===== src/design/fmem_pkg.sv =====
// ----------------------------------------------------------------------------
// fmem_pkg
// Shared types and constants for the filter membership eviction monitor.
// ----------------------------------------------------------------------------
package fmem_pkg;

  localparam int ID_W                = 64;
  localparam int TAG_W               = 8;
  localparam int CFG_W               = 8;
  localparam int OCC_W               = 8;
  localparam int OUT_CNT_W           = 48;
  localparam int NUM_CTRS            = 8;
  localparam int DEFAULT_FILTER_SIZE = 32;

  // request tags
  localparam logic [TAG_W-1:0] TAG_INSERT = 8'd0;
  localparam logic [TAG_W-1:0] TAG_REMOVE = 8'd1;
  localparam logic [TAG_W-1:0] TAG_SINGLE = 8'd2;

  // event counter slots
  localparam int C_EVICTED  = 0;
  localparam int C_INSERT   = 1;
  localparam int C_REMOVE   = 2;
  localparam int C_SINGLE   = 3;
  localparam int C_REQ      = 4;
  localparam int C_OVERFLOW = 5;
  localparam int C_NOTFOUND = 6;
  localparam int C_DUP      = 7;

  // per-cell control from the sequencer
  typedef struct packed {
    logic cmp;    // compare stored ID against the key
    logic load;   // write the key into this cell
    logic shift;  // take the neighbor's contents (close a hole)
  } cell_ctrl_t;

endpackage


===== src/design/fmem_cell.sv =====
// ----------------------------------------------------------------------------
// fmem_cell
// One slot of the ID set: stored ID, valid bit and a registered key match.
// ----------------------------------------------------------------------------
module fmem_cell
  import fmem_pkg::*;
(
  input  logic            clk,
  input  logic            rst,
  input  cell_ctrl_t      ctrl,
  input  logic [ID_W-1:0] key,
  input  logic [ID_W-1:0] nxt_id,
  input  logic            nxt_valid,
  output logic [ID_W-1:0] id,
  output logic            valid,
  output logic            match
);

  always_ff @(posedge clk) begin
    if (rst) begin
      valid <= 1'b0;
      match <= 1'b0;
    end else begin
      match <= ctrl.cmp && valid && (id == key);
      if (ctrl.load) begin
        valid <= 1'b1;
      end else if (ctrl.shift) begin
        valid <= nxt_valid;
      end
    end
  end

  always_ff @(posedge clk) begin
    if (ctrl.load) begin
      id <= key;
    end else if (ctrl.shift) begin
      id <= nxt_id;
    end
  end

endmodule


===== config.mk =====
export PLATFORM = sky130hd
export DESIGN_NAME = fmem_cell
export DESIGN_NICKNAME = d
export VERILOG_FILES = /design/src/design/fmem_pkg.sv /design/src/design/fmem_cell.sv
export SDC_FILE = /design/constraint.sdc
export NUM_CORES = 1
export LEC_CHECK = 0
export BUFFER_PORTS_ARGS = -buffer_cell sky130_fd_sc_hd__buf_2
export CELL_PAD_IN_SITES_DETAIL_PLACEMENT = 1
export CELL_PAD_IN_SITES_GLOBAL_PLACEMENT = 1
export CORE_ASPECT_RATIO = 1.1
export CORE_MARGIN = 10
export CORE_UTILIZATION = 34
export CTS_CLUSTER_DIAMETER = 30
export CTS_CLUSTER_SIZE = 25
export DETAILED_ROUTE_END_ITERATION = 8
export PLACE_DENSITY_LB_ADDON = 0.1
export SLEW_MARGIN = 25
export SYNTH_ARGS = -nofsm -noshare
export SYNTH_HDL_FRONTEND = slang
export SYNTH_SLANG_ARGS = --single-unit

===== constraint.sdc =====
create_clock -name clk -period 1.9 [get_ports clk]
set_input_delay 0.095 -clock clk [delete_from_list [all_inputs] [get_ports clk]]
set_output_delay 0.095 -clock clk [all_outputs]
set_load 0.1 [all_outputs]

Yosys cells after proc, flatten, opt, wreduce, memory -nomap -nowiden
Index checks and enable logic that the tools add are counted.
- eq/ne operators: 1
- muxes and demuxes: 4
- reduce and logical (&&, ||, !) cells: 3
- operator list (kind ; number):
    64-bit two-way mux ; 2
    64-bit equality test ; 1
    1-bit logical AND ; 2
    1-bit two-way mux ; 2
    2-bit nonzero test ; 1
- flip-flop bits (word level): 66
- input bits: 134
- output and inout port bits: 66
- logic and storage cells: 11

Logic depth before layout (Yosys ltp)
- depth in word-level cells: 2
- gate-level depth with buffers: 5
- depth with buffers taken out: 5

Worst setup path before layout
OpenSTA, ideal clock, no wires.
- path type: reg2reg
- start point: reg id[13]
- end point: reg match
- data arrival time: 1934 ps
- required time: 1812 ps
- slack: -121 ps
- cell stages (with the launch flop): 5
- period minus slack after synthesis: 2021 ps
- path through: edfxtp_1 > xnor2_1 > nand4_1 > or4_4 > nor4_2
- cells in the longest elaborated chain, start to end: 2
- ends and longest elaborated chain (item ; RTL line ; text):
    from (decl) ; fmem_cell.sv:14 ; output logic [ID_W-1:0] id,
    from (signal assigned) ; fmem_cell.sv:35 ; id <= key;
    from (signal assigned) ; fmem_cell.sv:37 ; id <= nxt_id;
    64-bit equality test ; fmem_cell.sv:24 ; match <= ctrl.cmp && valid && (id == key);
    1-bit logical AND ; fmem_cell.sv:24 ;
    to (signal assigned) ; fmem_cell.sv:24 ;
    to (decl) ; fmem_cell.sv:16 ; output logic match
No other way between the ends.
A chain may end at the register's enable or synchronous reset.

Worst setup path after layout
- start point: reg id[12]
- end point: reg match
The elaborated chain is that of the path after synthesis.

==> flow_metrics.py <==
metrics = {
    "timing": {
        "fin_setup_tns_ps": 0,
        "tightest_slew_ps": 546,
        "layout_min_cycle_time_ps": 1610,
        "rsz0062_at_grt": "no",
        "min_period_over_period_pct": 84.8,
        "setup_viol": 0,
        "clock_skew_ps": 11.3,
        "max_freq_ghz": 0.620,
        "hold_viol": 0,
        "report.final.slew_viol_count": 0,
        "maxSlewHeadroom_pct": 63.6,
        "whs_ps": 41.6,
    },
    "cts": {
        "worstSkewPairLatency_ps": 340,
        "cts.htree.levels": 3,
        "path_clk_slew_ps": 80,
        "numCtsBuffers": 9,
        "cts_buffer_depth": 2,
        "postCtsSetupBuffers": 0,
        "cts_sinks": 66,
        "cts_tree": "yes",
        "root_buffer": "clkbuf_8",
    },
    "route": {
        "drtAntennaViolNets": 0,
        "drt_pass1_iterations": 4,
        "wire_per_inst_um": 19.6,
        "drt_wl_total_mm": 11.1,
        "drc": 0,
        "num_vias": 2653,
        "viasPerCell": 4.71,
        "drt_iter0_drc": 61,
    },
    "power": {
        "power.net_switching_mw": 2.09,
        "p_clk_share_pct": 23.6,
        "power_frac_comb_pct": 37.8,
        "p_int_mw": 2.78,
        "seqPwrFrac_pct": 38.6,
        "ir_worst_vdd_v": 0.000439,
        "p_leak_nw": 2.08,
        "p_sw_share_pct": 42.9,
        "power_density_nw_per_um2": 1010,
    },
    "placed_design": {
        "portBuffers": 199,
        "dp_hpwl_mm": 9.11,
        "place.gp.congestion": 0.764,
    },
    "global_routing": {
        "antenna_found_initial": 0,
        "grt_max_degree": 40,
        "grt.total_usage_pct": 14.7,
        "grt_pass1_wl_mm": 16.5,
        "grt_overflow": 0,
        "grt_pass1_vias": 3022,
    },
    "flow_run": {
        "maxCapViolCount": 0,
    },
    "status": {
        "status": "finished clean",
    },
    "yosys": {
        "synth_area_leaders": "edfxtp_1 (56%), mux2_2 (15%), xor2_1 (11%), mux2_1 (5.9%), xnor2_1 (5.1%)",
        "synth.avg_cell_area_um2": 15.1,
        "ys_ff_latch": 66,
        "synth_top_area_share_pct": 55.7,
        "synth_fp_nets": 362,
        "ys_warn_count": 0,
        "yosys.area.top_type": "edfxtp_1",
        "ys_seq_area_share_pct": 56.9,
        "syn_inst": 228,
        "synth_cell_type_count": 18,
        "synth_area_um2": 3450,
    },
    "layout": {
        "area_delta_synth_final_pct": 39.3,
        "final_common_cell": "buf_2",
        "nFillCells": 1107,
        "layout_common_cells": "buf_2 (199), edfxtp_1 (64), mux2_2 (46)",
        "drive_gt1_share_pct": 60.0,
        "finalNetCount": 572,
        "num_antenna_cells": 0,
    },
    "worst_setup_path": {
        "crit_arrival_ps": 1860,
        "crit-reg2reg-launch": "id[12]",
        "r2r-end": "match",
        "reg2reg_depth": 5,
        "reg2reg_setup_slack_ps": 290,
        "cp_data_required_time_ps": 2140,
        "setup.worst_path.end_class": "flop",
        "startpoint_type": "flop",
        "path_max_fanout": 2,
        "path_class": "reg -> reg",
    },
    "worst_hold_path": {
        "hp-start": "nxt_id[59]",
        "worstHoldPathType": "in -> reg",
        "min_to": "id[59]",
        "hold_depth": 2,
    },
    "floorplanning": {
        "rows": 38,
        "coreArea_um2": 9890,
        "start_util_pct": 34.9,
        "io_pins": 200,
        "die_area_um2": 14600,
        "die_h_um": 126,
        "die_x_um": 116,
    },
}
## per-stage QoR
step / total power [mW] / area (µm²) / setup slack (ps) / utilization [%] / cells
final: 4.87 / 4810 / 288 / 48.6 / 563
after global routing: 5.07 / 4810 / 110 / 48.6 / 563
after CTS: 4.93 / 4810 / 214 / 48.6 / 563
after detailed placement: 3.77 / 4600 / 249 / 46.5 / 545
after global placement: 3.75 / 4600 / 330 / 46.5 / 545
after floorplan: 3.36 / 3450 / -41.0 / - / 228
## worst max-delay path by stage
stage | start | endpoint | slack [ps] | depth (start not counted)
after global placement | id[17] | match | 330 | 5
after global routing | id[12] | match | 110 | 5
after CTS | id[12] | match | 210 | 5
final | id[12] | match | 290 | 5
after detailed placement | id[12] | match | 250 | 5
after floorplan | id[54] | match | -40 | 4
## flip-flops by register name, indices dropped and copies added (netlist names)
| name | cells |
|---|---|
| match | 1 |
| valid | 1 |
| id | 64 |
## synth_stat cells
master	count
edfxtp_1	64
nor4_1	11
xnor2_1	20
dfxtp_1	2
nor2b_1	1
buf_2	5
mux2_1	18
or2_2	1
nor4_2	1
nor3_1	1
nand2_1	1
clkbuf_1	2
a211oi_1	1
or4_4	1
nand4_1	8
mux2_2	46
xor2_1	44
nor2_1	1
## area by class of cell
class	count	area, µm²	share of cell area (%)
tap	120	150	3.12
clock inverter	6	57.6	1.20
clock buffer	10	128	2.65
multi-input combinational	155	1460	30.3
sequential	66	1960	40.8
timing repair buffer	206	1050	21.9
## worst max-delay path: stages, from the launching register on
cell      delay [ps]
edfxtp_1         410
xnor2_1          160
nand4_1          130
nor4_1           370
nand4_1          190
nor4_2           260
## logic make-up after synthesis
| group | synth area share (%) |
|---|---|
| flops | 56.9 |
| xor+xnor | 16.2 |
| mux | 20.9 |
| simple gates | 4.86 |
| buf+inv | 0.943 |
| compound gates | 0.218 |
## repair_timing
item	in CTS	in global routing
resized for setup	0	0
hold buffers	2	0
setup endpoints to repair	0	0
hold endpoints to repair	1	0
## power groups by stage
stage	registers, mW	clock network, mW	logic (mW)
2_1_floorplan	3.05	0	0.308
4_1_cts	1.88	1.18	1.86
3_3_place_gp	1.90	0	1.85
6_report	1.88	1.15	1.84
3_5_place_dp	1.92	0	1.86
5_1_grt	1.90	1.25	1.92
## routing by layer
| layer | track usage [%] | share of wire [%] |
|---|---|---|
| met1 | 15.3 | 36 |
| met2 | 26.5 | 54 |
| met3 | 5.79 | 9.5 |
| met4 | 4.42 | 0.55 |
| met5 | 0 | 0 |
Note: power is estimated with default switching activity, not from simulation.
