**config.mk**
```make
export PLATFORM = sky130hd
export DESIGN_NAME = fmem_ctrs
export DESIGN_NICKNAME = d
export VERILOG_FILES = /design/src/design/fmem_pkg.sv /design/src/design/fmem_ctrs.sv
export SDC_FILE = /design/constraint.sdc
export NUM_CORES = 1
export LEC_CHECK = 0
export BUFFER_PORTS_ARGS = -buffer_cell sky130_fd_sc_hd__buf_2
export CAP_MARGIN = 10
export CORE_UTILIZATION = 60
export DETAILED_ROUTE_END_ITERATION = 8
export PLACE_DENSITY_LB_ADDON = 0.08
export SLEW_MARGIN = 20
export SYNTH_ARGS = -nofsm -noshare
export SYNTH_HDL_FRONTEND = slang
export SYNTH_SLANG_ARGS = --single-unit
```
**constraint.sdc**
```tcl
create_clock -name clk -period 6.63 [get_ports clk]
set_input_delay 0.663 -clock clk [delete_from_list [all_inputs] [get_ports clk]]
set_output_delay 0.663 -clock clk [all_outputs]
set_load 0.1 [all_outputs]
```
**src/design/fmem_pkg.sv**
```systemverilog
// ----------------------------------------------------------------------------
// fmem_pkg
// Shared types and constants for the filter membership eviction monitor.
// ----------------------------------------------------------------------------
package fmem_pkg;

  localparam int ID_W                = 64;
  localparam int TAG_W               = 8;
  localparam int CFG_W               = 8;
  localparam int OCC_W               = 8;
  localparam int OUT_CNT_W           = 48;
  localparam int NUM_CTRS            = 8;
  localparam int DEFAULT_FILTER_SIZE = 32;

  // request tags
  localparam logic [TAG_W-1:0] TAG_INSERT = 8'd0;
  localparam logic [TAG_W-1:0] TAG_REMOVE = 8'd1;
  localparam logic [TAG_W-1:0] TAG_SINGLE = 8'd2;

  // event counter slots
  localparam int C_EVICTED  = 0;
  localparam int C_INSERT   = 1;
  localparam int C_REMOVE   = 2;
  localparam int C_SINGLE   = 3;
  localparam int C_REQ      = 4;
  localparam int C_OVERFLOW = 5;
  localparam int C_NOTFOUND = 6;
  localparam int C_DUP      = 7;

  // per-cell control from the sequencer
  typedef struct packed {
    logic cmp;    // compare stored ID against the key
    logic load;   // write the key into this cell
    logic shift;  // take the neighbor's contents (close a hole)
  } cell_ctrl_t;

endpackage

```
**src/design/fmem_ctrs.sv**
```systemverilog
// ----------------------------------------------------------------------------
// fmem_ctrs
// Bank of saturating event counters, bumped once per request by a mask.
// ----------------------------------------------------------------------------
module fmem_ctrs
  import fmem_pkg::*;
#(
  parameter int COUNTER_WIDTH = 48
) (
  input  logic                                    clk,
  input  logic                                    rst,
  input  logic                                    en,
  input  logic [NUM_CTRS-1:0]                     inc,
  output logic [NUM_CTRS-1:0][COUNTER_WIDTH-1:0]  cnt
);

  always_ff @(posedge clk) begin
    if (rst) begin
      cnt <= '0;
    end else if (en) begin
      for (int k = 0; k < NUM_CTRS; k++) begin
        if (inc[k] && (cnt[k] != '1)) begin
          cnt[k] <= cnt[k] + COUNTER_WIDTH'(1);
        end
      end
    end
  end

endmodule

```
# After elaboration in Yosys (flattened, before gate mapping)
# Cells that the tools add are included.
[word_totals] wordCells=40 in_bits=11 register_bits=384 output_inout_bits=384
[classes] reduce_logical=16 add_sub_neg=8 n_eq_ne=8
[op_table] cell="adder 48 x 1 -> 48 bit, second input constant" n=8
[op_table] cell="inequality test 48 bit, second input constant" n=8
[op_table] cell="AND reduction 2 bit" n=8
[op_table] cell="logical AND 1 bit" n=8

# Depth between registers and ports, before layout
# Gate-level depths: netlist of the first run.
[depth] depth_word=3 ltp_mapped=9 depth_no_buf=7

# Worst setup path before layout of the first run
# No wires, ideal clock.
[synth_path] kind="register to register" startpoint="register cnt[36] (netlist bit)" endpoint="register cnt[0] (netlist bit)" slack_ns=3.611 path_stages_with_launch=8 n_path_buf=1 period_less_slack_ns=3.019 setup_ns=0.128 required_ns=6.502 arrival_time_ns=2.892 path_cell_list="dfxtp_1 > nand4_1 > or4_1 > nor4b_2 > buf_2 > nor2_1 > xnor2_1 > nor2_1"
[synth_via] elab_chain_cells=3
[synth_rtl] element="from (decl)" line_no="fmem_ctrs.sv:14" text="output logic [NUM_CTRS-1:0][COUNTER_WIDTH-1:0] cnt"
[synth_rtl] element="from (signal, indexed assignment)" line_no="fmem_ctrs.sv:23" text="cnt[k] <= cnt[k] + COUNTER_WIDTH'(1);"
[synth_rtl] element="inequality test 48 bit" line_no="fmem_ctrs.sv:22" text="if (inc[k] && (cnt[k] != '1)) begin"
[synth_rtl] element="logical AND 1 bit" line_no="fmem_ctrs.sv:22"
[synth_rtl] element="AND reduction 2 bit (no source line)"
# No other way between the ends.
# A chain may end at the register's enable or synchronous reset.

# Final worst setup path of the first run
[layout_path] startpoint="register cnt[125] (netlist bit)" endpoint="register cnt[96] (netlist bit)"
# The elaborated chain is that of the path after synthesis.

==> results.py, run 1 <==
metrics = {
    "setup_path": {
        "crit_family": "simple AND/OR/NAND/NOR gates",
        "r2r_setup_slack_ns": 3.53,
        "crit_buf_inv": 0,
        "path_cells": "nand4_1 -> nor4_1 -> nand4_1 -> nand2_1 -> xor2_1 -> nor2_1",
        "crit_required_ns": 7.02,
        "cp_max_fo": 24,
        "critPathKind": "reg -> reg",
        "start_kind": "flip-flop",
        "critical-path-max-stage-delay_ns": 0.98,
        "cp-end-kind": "flip-flop",
        "crit_top_cell": "nand4_1",
        "crit_slowest_cell": "nand4_1",
        "crit_arrival_ns": 3.49,
    },
    "timing": {
        "fmax_mhz": 322.6,
        "layout_setup_ws_ns": 3.530,
        "hold_violations": 0,
        "finalSetupViolations": 0,
        "rsz0062_at_grt": "false",
        "fin_crit_ns": 3.100,
        "timing.slew.headroom_pct": 25.81,
        "clock_skew_ns": 0.02496,
        "tns_ns": 0,
        "worstMarginPinSlew_ns": 1.110,
        "finalCritPeriodShare_pct": 46.75,
        "whs_ns": 0.4980,
        "drv_slew": 0,
    },
    "placement": {
        "dp.cells": 3051,
        "place_congestion": 0.9149,
        "pre_cts_ws_ns": 3.474,
        "port_buffers": 394,
        "place_hpwl_um": 37700,
    },
    "synthesis": {
        "netlist_area_mm2": 0.01915,
        "synth-seq-cells": 384,
        "synth-main-ff-cell": "dfxtp_1",
        "ys_seq_area_share_pct": 40.14,
        "synthArstFlopShare_pct": 0,
        "ys_warn_count": 0,
        "synth_edf_count": 0,
        "postSynthAreaPerCell_um2": 8.170,
        "syn_nets": 2363,
        "synth_cell_type_count": 61,
        "syn_inst": 2344,
    },
    "cells_and_area": {
        "final_common_cell": "buf_2",
        "final_util_pct": 72.02,
        "top_regs": "cnt: 384 flops",
        "layout_common_cells": "buf_2 (393), dfxtp_1 (384), nor2_1 (371)",
        "syn_to_final_growth_pct": 18.36,
        "layout-drive-gt1-share_pct": 18.57,
        "final_nets": 2712,
        "layout.cells.non_filler": 3123,
        "largest_reg_flops": 384,
        "largest-register": "cnt",
    },
    "floorplan": {
        "die_w_um": 180.7,
        "io_pins": 395,
        "initial_core_util_pct": 60.85,
        "placementRows": 65,
        "die-area_mm2": 0.03264,
        "core_mm2": 0.03147,
        "die_h_um": 180.7,
    },
    "clocking": {
        "hold_buffers": 0,
        "clockRootBuffer": "clkbuf_16",
        "cts_resized": 0,
        "tritoncts": "yes",
        "cts_buffers": 42,
        "clkSinkCount": 384,
        "path_clk_slew_ns": 0.06,
        "clock_latency_ns": 0.54,
        "postCtsSetupBuffers": 0,
        "cts_max_level": 2,
        "clockBufferDepth": 3,
    },
    "routing": {
        "drc_errors": 0,
        "drtIter0Drc": 1549,
        "drt-total-wl_um": 53510,
        "route.vias.total": 18880,
        "dr.pass1.iters": 5,
        "wl_per_cell_um": 17.13,
        "viasPerCell": 6.045,
        "ant_nets": 0,
    },
    "global_routing": {
        "grt_max_degree": 163,
        "grt_usage_pct": 31.19,
        "grt-ovfl-total": 0,
        "grt_pass1_vias": 16920,
        "grt_first_pass_wirelength_um": 85570,
        "antenna_found_initial": 1,
    },
    "run_status": {
        "status": "finished, final reports clean",
    },
    "run": {
        "drv_cap": 0,
    },
    "power": {
        "ir_worst_vdd_mv": 0.2102,
        "powerDensity_mw_per_mm2": 208.7,
        "p_leak_nw": 8.704,
    },
    "min_path": {
        "hold_path.class": "reg -> reg",
    },
}
final timing paths:
kind	from	endpoint	depth (start not counted)
setup / recovery	cnt[125]$_SDFFE_PP0P_	cnt[96]$_SDFFE_PP0P_	6
hold / removal	cnt[145]$_SDFFE_PP0P_	cnt[145]$_SDFFE_PP0P_	2
setup reg to reg	cnt[125]$_SDFFE_PP0P_	cnt[96]$_SDFFE_PP0P_	6
hold reg to reg	cnt[145]$_SDFFE_PP0P_	cnt[145]$_SDFFE_PP0P_	2
synth_stat cells, types with 3 or more instances:
master | count | area (um2)
nand4_1 | 173 | 1082
nor2b_1 | 13 | 81.33
or3_1 | 65 | 406.6
and3_1 | 72 | 450.4
or4_1 | 26 | 195.2
o2111ai_1 | 5 | 43.79
o21ai_0 | 60 | 300.3
xnor2_1 | 115 | 1007
a21oi_1 | 69 | 345.3
clkbuf_1 | 82 | 307.8
nand4b_1 | 7 | 61.31
nor4b_1 | 4 | 35.03
or2_2 | 10 | 62.56
nand3_1 | 197 | 986.0
and2_1 | 22 | 137.6
nor4_1 | 66 | 412.9
o31ai_1 | 6 | 45.04
buf_2 | 8 | 40.04
xor2_1 | 188 | 1647
inv_1 | 30 | 112.6
nand4_2 | 3 | 37.54
nand2b_1 | 4 | 25.02
and4_1 | 58 | 508.0
dfxtp_1 | 384 | 7687
nor2_1 | 371 | 1393
mux2_2 | 5 | 56.30
nor3b_1 | 8 | 60.06
nor4_2 | 10 | 125.1
ha_1 | 8 | 100.1
nor3_1 | 81 | 405.4
nor3_2 | 3 | 30.03
nand2_1 | 152 | 570.6
layout make-up:
cell class                      instances  area (um2)
Multi-Input combinational cell       1837       11000
Tap cell                              402       503.0
Clock inverter                          6       58.81
Sequential cell                       384        7687
Timing Repair Buffer                  398        2024
Inverter                               30       112.6
Fill cell                            2568        8807
Clock buffer                           65        1279
Antenna cell                            1       2.502
power breakdown:
group	leakage (nW)	switching (mW)	internal [mW]	total, mW
combinational	4.95	0.116	0.0193	0.135
clock	0.662	0.917	1.36	2.27
sequential	3.09	0.00921	2.31	2.32
per-layer routing:
metal | global-route usage, % | vias up | wire length (um) | part of all wire [%]
met5 | 0 | - | 0 | 0
met4 | 13.16 | 0 | 2044 | 3.8
met3 | 7.518 | 137 | 4532 | 8.5
met2 | 51.03 | 724 | 24540 | 46
met1 | 39.18 | 8922 | 22390 | 42
li1 | - | 9094 | - | -
per-stage QoR:
stage / instance area (um2) / total power, mW
detailed placement: 21330 / 2.508
global route: 22660 / 4.872
floorplan: 19150 / 2.480
finish: 22670 / 4.730
global placement: 21320 / 2.506
CTS: 22660 / 4.772
worst reg2reg max path: stages (launching register included):
cell	delay [ns]
dfxtp_1	0.43
nand4_1	0.24
nor4_1	0.54
nand4_1	0.98
nand2_1	0.53
xor2_1	0.19
nor2_1	0.05
cells by family (layout without fill, tap and decap cells):
family / Yosys count / after routing / share of synthesized area [%]
and+or+nand+nor: 1361 / 1361 / 37.73
DFF: 384 / 384 / 40.14
xor gates and xnor gates: 303 / 303 / 13.86
AOI/OAI and AO/OA: 160 / 160 / 4.952
buffers and inverters: 123 / 499 / 2.502
adders and majority gates: 8 / 8 / 0.5227
muxes: 5 / 5 / 0.2940
other: 0 / 1 / 0
(Power assumes the default switching activity.)
==> inputs of run 2 (changes only) <==
--- a/config.mk
+++ b/config.mk
@@ -7,7 +7,7 @@
 export LEC_CHECK = 0
 export BUFFER_PORTS_ARGS = -buffer_cell sky130_fd_sc_hd__buf_2
 export CAP_MARGIN = 10
-export CORE_UTILIZATION = 60
+export CORE_UTILIZATION = 56
 export DETAILED_ROUTE_END_ITERATION = 8
 export PLACE_DENSITY_LB_ADDON = 0.08
 export SLEW_MARGIN = 20
==> constraint.sdc (replaced) <==
create_clock -name clk -period 3.15 [get_ports clk]
set_input_delay 0.315 -clock clk [delete_from_list [all_inputs] [get_ports clk]]
set_output_delay 0.315 -clock clk [all_outputs]
set_load 0.1 [all_outputs]
==> run 2 against run 1 <==
First-iteration DRC count decreased by 11%. Combinational power increased by 130%. Fmax increased by 20%. Die area increased by 7.1%. Sequential share of layout area decreased by 0.55 points. Power increased by 120%. Critical path type unchanged. Critical endpoint is now cnt[140]$_SDFFE_PP0P_. Largest cell class unchanged. Largest power group is now clock.
==> results.py, run 2 (synthesis gave the netlist of run 1 again) <==
metrics = {
    "global_routing": {
        "grt_pass1_vias": 17530,
        "grt_first_pass_wirelength_um": 88220,
        "grt-ovfl-total": 0,
        "grt_usage_pct": 29.99,
        "antenna_found_initial": 1,
        "grt_max_degree": 92,
        "met1_usage_pct": 38.43,
        "grt_use_met3_pct": 7.580,
        "global_route.usage.met2_pct": 47.50,
        "busiest_layer": "met2",
    },
    "timing": {
        "fmax_mhz": 387.1,
        "tns_ns": 0,
        "finalCritPeriodShare_pct": 82.01,
        "fin_crit_ns": 2.583,
        "hold_violations": 0,
        "finalSetupViolations": 0,
        "clock_skew_ns": 0.008304,
        "rsz0062_at_grt": "false",
        "worstMarginPinSlew_ns": 0.7765,
        "timing.slew.headroom_pct": 47.75,
        "drv_slew": 0,
    },
    "placement": {
        "dp.cells": 3128,
        "place_congestion": 0.9344,
        "port_buffers": 394,
        "place_hpwl_um": 38990,
    },
    "floorplan": {
        "io_pins": 395,
        "die_h_um": 186.9,
        "placementRows": 67,
        "die-area_mm2": 0.03494,
        "core_mm2": 0.03362,
        "die_w_um": 186.9,
        "initial_core_util_pct": 56.97,
    },
    "clocking": {
        "hold_buffers": 0,
        "clock_latency_ns": 0.54,
        "cts_max_level": 2,
        "clockBufferDepth": 3,
        "cts_buffers": 42,
        "postCtsSetupBuffers": 0,
        "cts_resized": 0,
        "path_clk_slew_ns": 0.06,
        "clkSinkCount": 384,
        "clockRootBuffer": "clkbuf_16",
        "tritoncts": "yes",
    },
    "setup_path": {
        "ff2ff_path_depth": 8,
        "cp-end-kind": "flip-flop",
        "r2r_setup_slack_ns": 0.57,
        "crit_required_ns": 3.57,
        "critPathKind": "reg -> reg",
        "start_kind": "flip-flop",
        "cp_max_fo": 12,
        "crit_arrival_ns": 3.01,
    },
    "routing": {
        "drtIter0Drc": 1374,
        "viasPerCell": 5.945,
        "wl_per_cell_um": 17.05,
        "drc_errors": 0,
        "drt-total-wl_um": 54620,
        "route.vias.total": 19040,
        "dr.pass1.iters": 7,
        "ant_nets": 0,
    },
    "cells_and_area": {
        "final_nets": 2743,
        "syn_to_final_growth_pct": 20.30,
        "layout-drive-gt1-share_pct": 19.68,
        "largest-register": "cnt",
        "layout_common_cells": "buf_2 (393), dfxtp_1 (384), nor2_1 (371)",
        "top_regs": "cnt: 384 flops",
        "largest_reg_flops": 384,
        "final_common_cell": "buf_2",
        "layout.cells.non_filler": 3203,
    },
    "min_path": {
        "hold_path.class": "in -> reg",
        "whs_path_depth": 2,
    },
    "run_status": {
        "status": "finished, final reports clean",
    },
    "run": {
        "drv_cap": 0,
    },
    "power": {
        "p_leak_nw": 8.884,
        "powerDensity_mw_per_mm2": 441.9,
        "ir_worst_vdd_mv": 0.3766,
    },
}
## run 2: cell types whose count changed in the layout (fill, tap and decap cells not counted), moves of 2 or more
cell,delta
clkinv_2,+3
buf_4,+30
clkbuf_1,-3
clkbuf_16,+2
## run 2: layout make-up
| class | count | area [um2] |
|---|---|---|
| antenna | 1 | 2.502 |
| clock buffer | 63 | 1304 |
| clock inverter | 11 | 111.4 |
| fill | 2872 | 10580 |
| inverter | 30 | 112.6 |
| multi-input combinational | 1837 | 10990 |
| sequential | 384 | 7687 |
| tap | 448 | 560.5 |
| timing repair buffer | 429 | 2270 |
## run 2: path summary, 6_finish.rpt
path                             start                    end
setup / recovery  cnt[96]$_SDFFE_PP0P_  cnt[140]$_SDFFE_PP0P_
hold / removal                     rst   cnt[80]$_SDFFE_PP0P_
setup reg to reg  cnt[96]$_SDFFE_PP0P_  cnt[140]$_SDFFE_PP0P_
hold reg to reg   cnt[97]$_SDFFE_PP0P_   cnt[97]$_SDFFE_PP0P_
## run 2: power breakdown
part           total (mW)  switching, mW  internal (mW)
logic               0.304          0.251         0.0528
registers            4.89         0.0205           4.87
clock network        4.99           1.97           3.01
total                10.2           2.24           7.94
## run 2: per-stage QoR
step           area [um2]  worst slack (ns)  total power [mW]  util [%]  hold WS, ns
6_report            23040            0.5668             10.18     68.53       0.1724
2_1_floorplan       19150            0.1306             5.219         -       0.6610
5_1_grt             23040            0.3979             10.49     68.53       0.1879
4_1_cts             23040            0.6223             10.27     68.53       0.1613
3_3_place_gp        21620            0.6469             5.293     64.32       0.4723
3_5_place_dp        21620            0.5730             5.299     64.32       0.4893
## run 2: critical path: stages (launching register included)
cell	delay (ns)
dfxtp_1	0.38
ha_1	0.20
nand3_1	0.24
nand2b_1	0.33
nor4_2	0.31
buf_4	0.23
nand3_1	0.19
nor3_1	0.22
mux2_2	0.36
## run 2: layer usage
metal | wire length [um] | vias up
met5 | 0 | -
met4 | 2407 | 0
met3 | 4633 | 134
met2 | 24400 | 720
met1 | 23180 | 9024
li1 | - | 9164
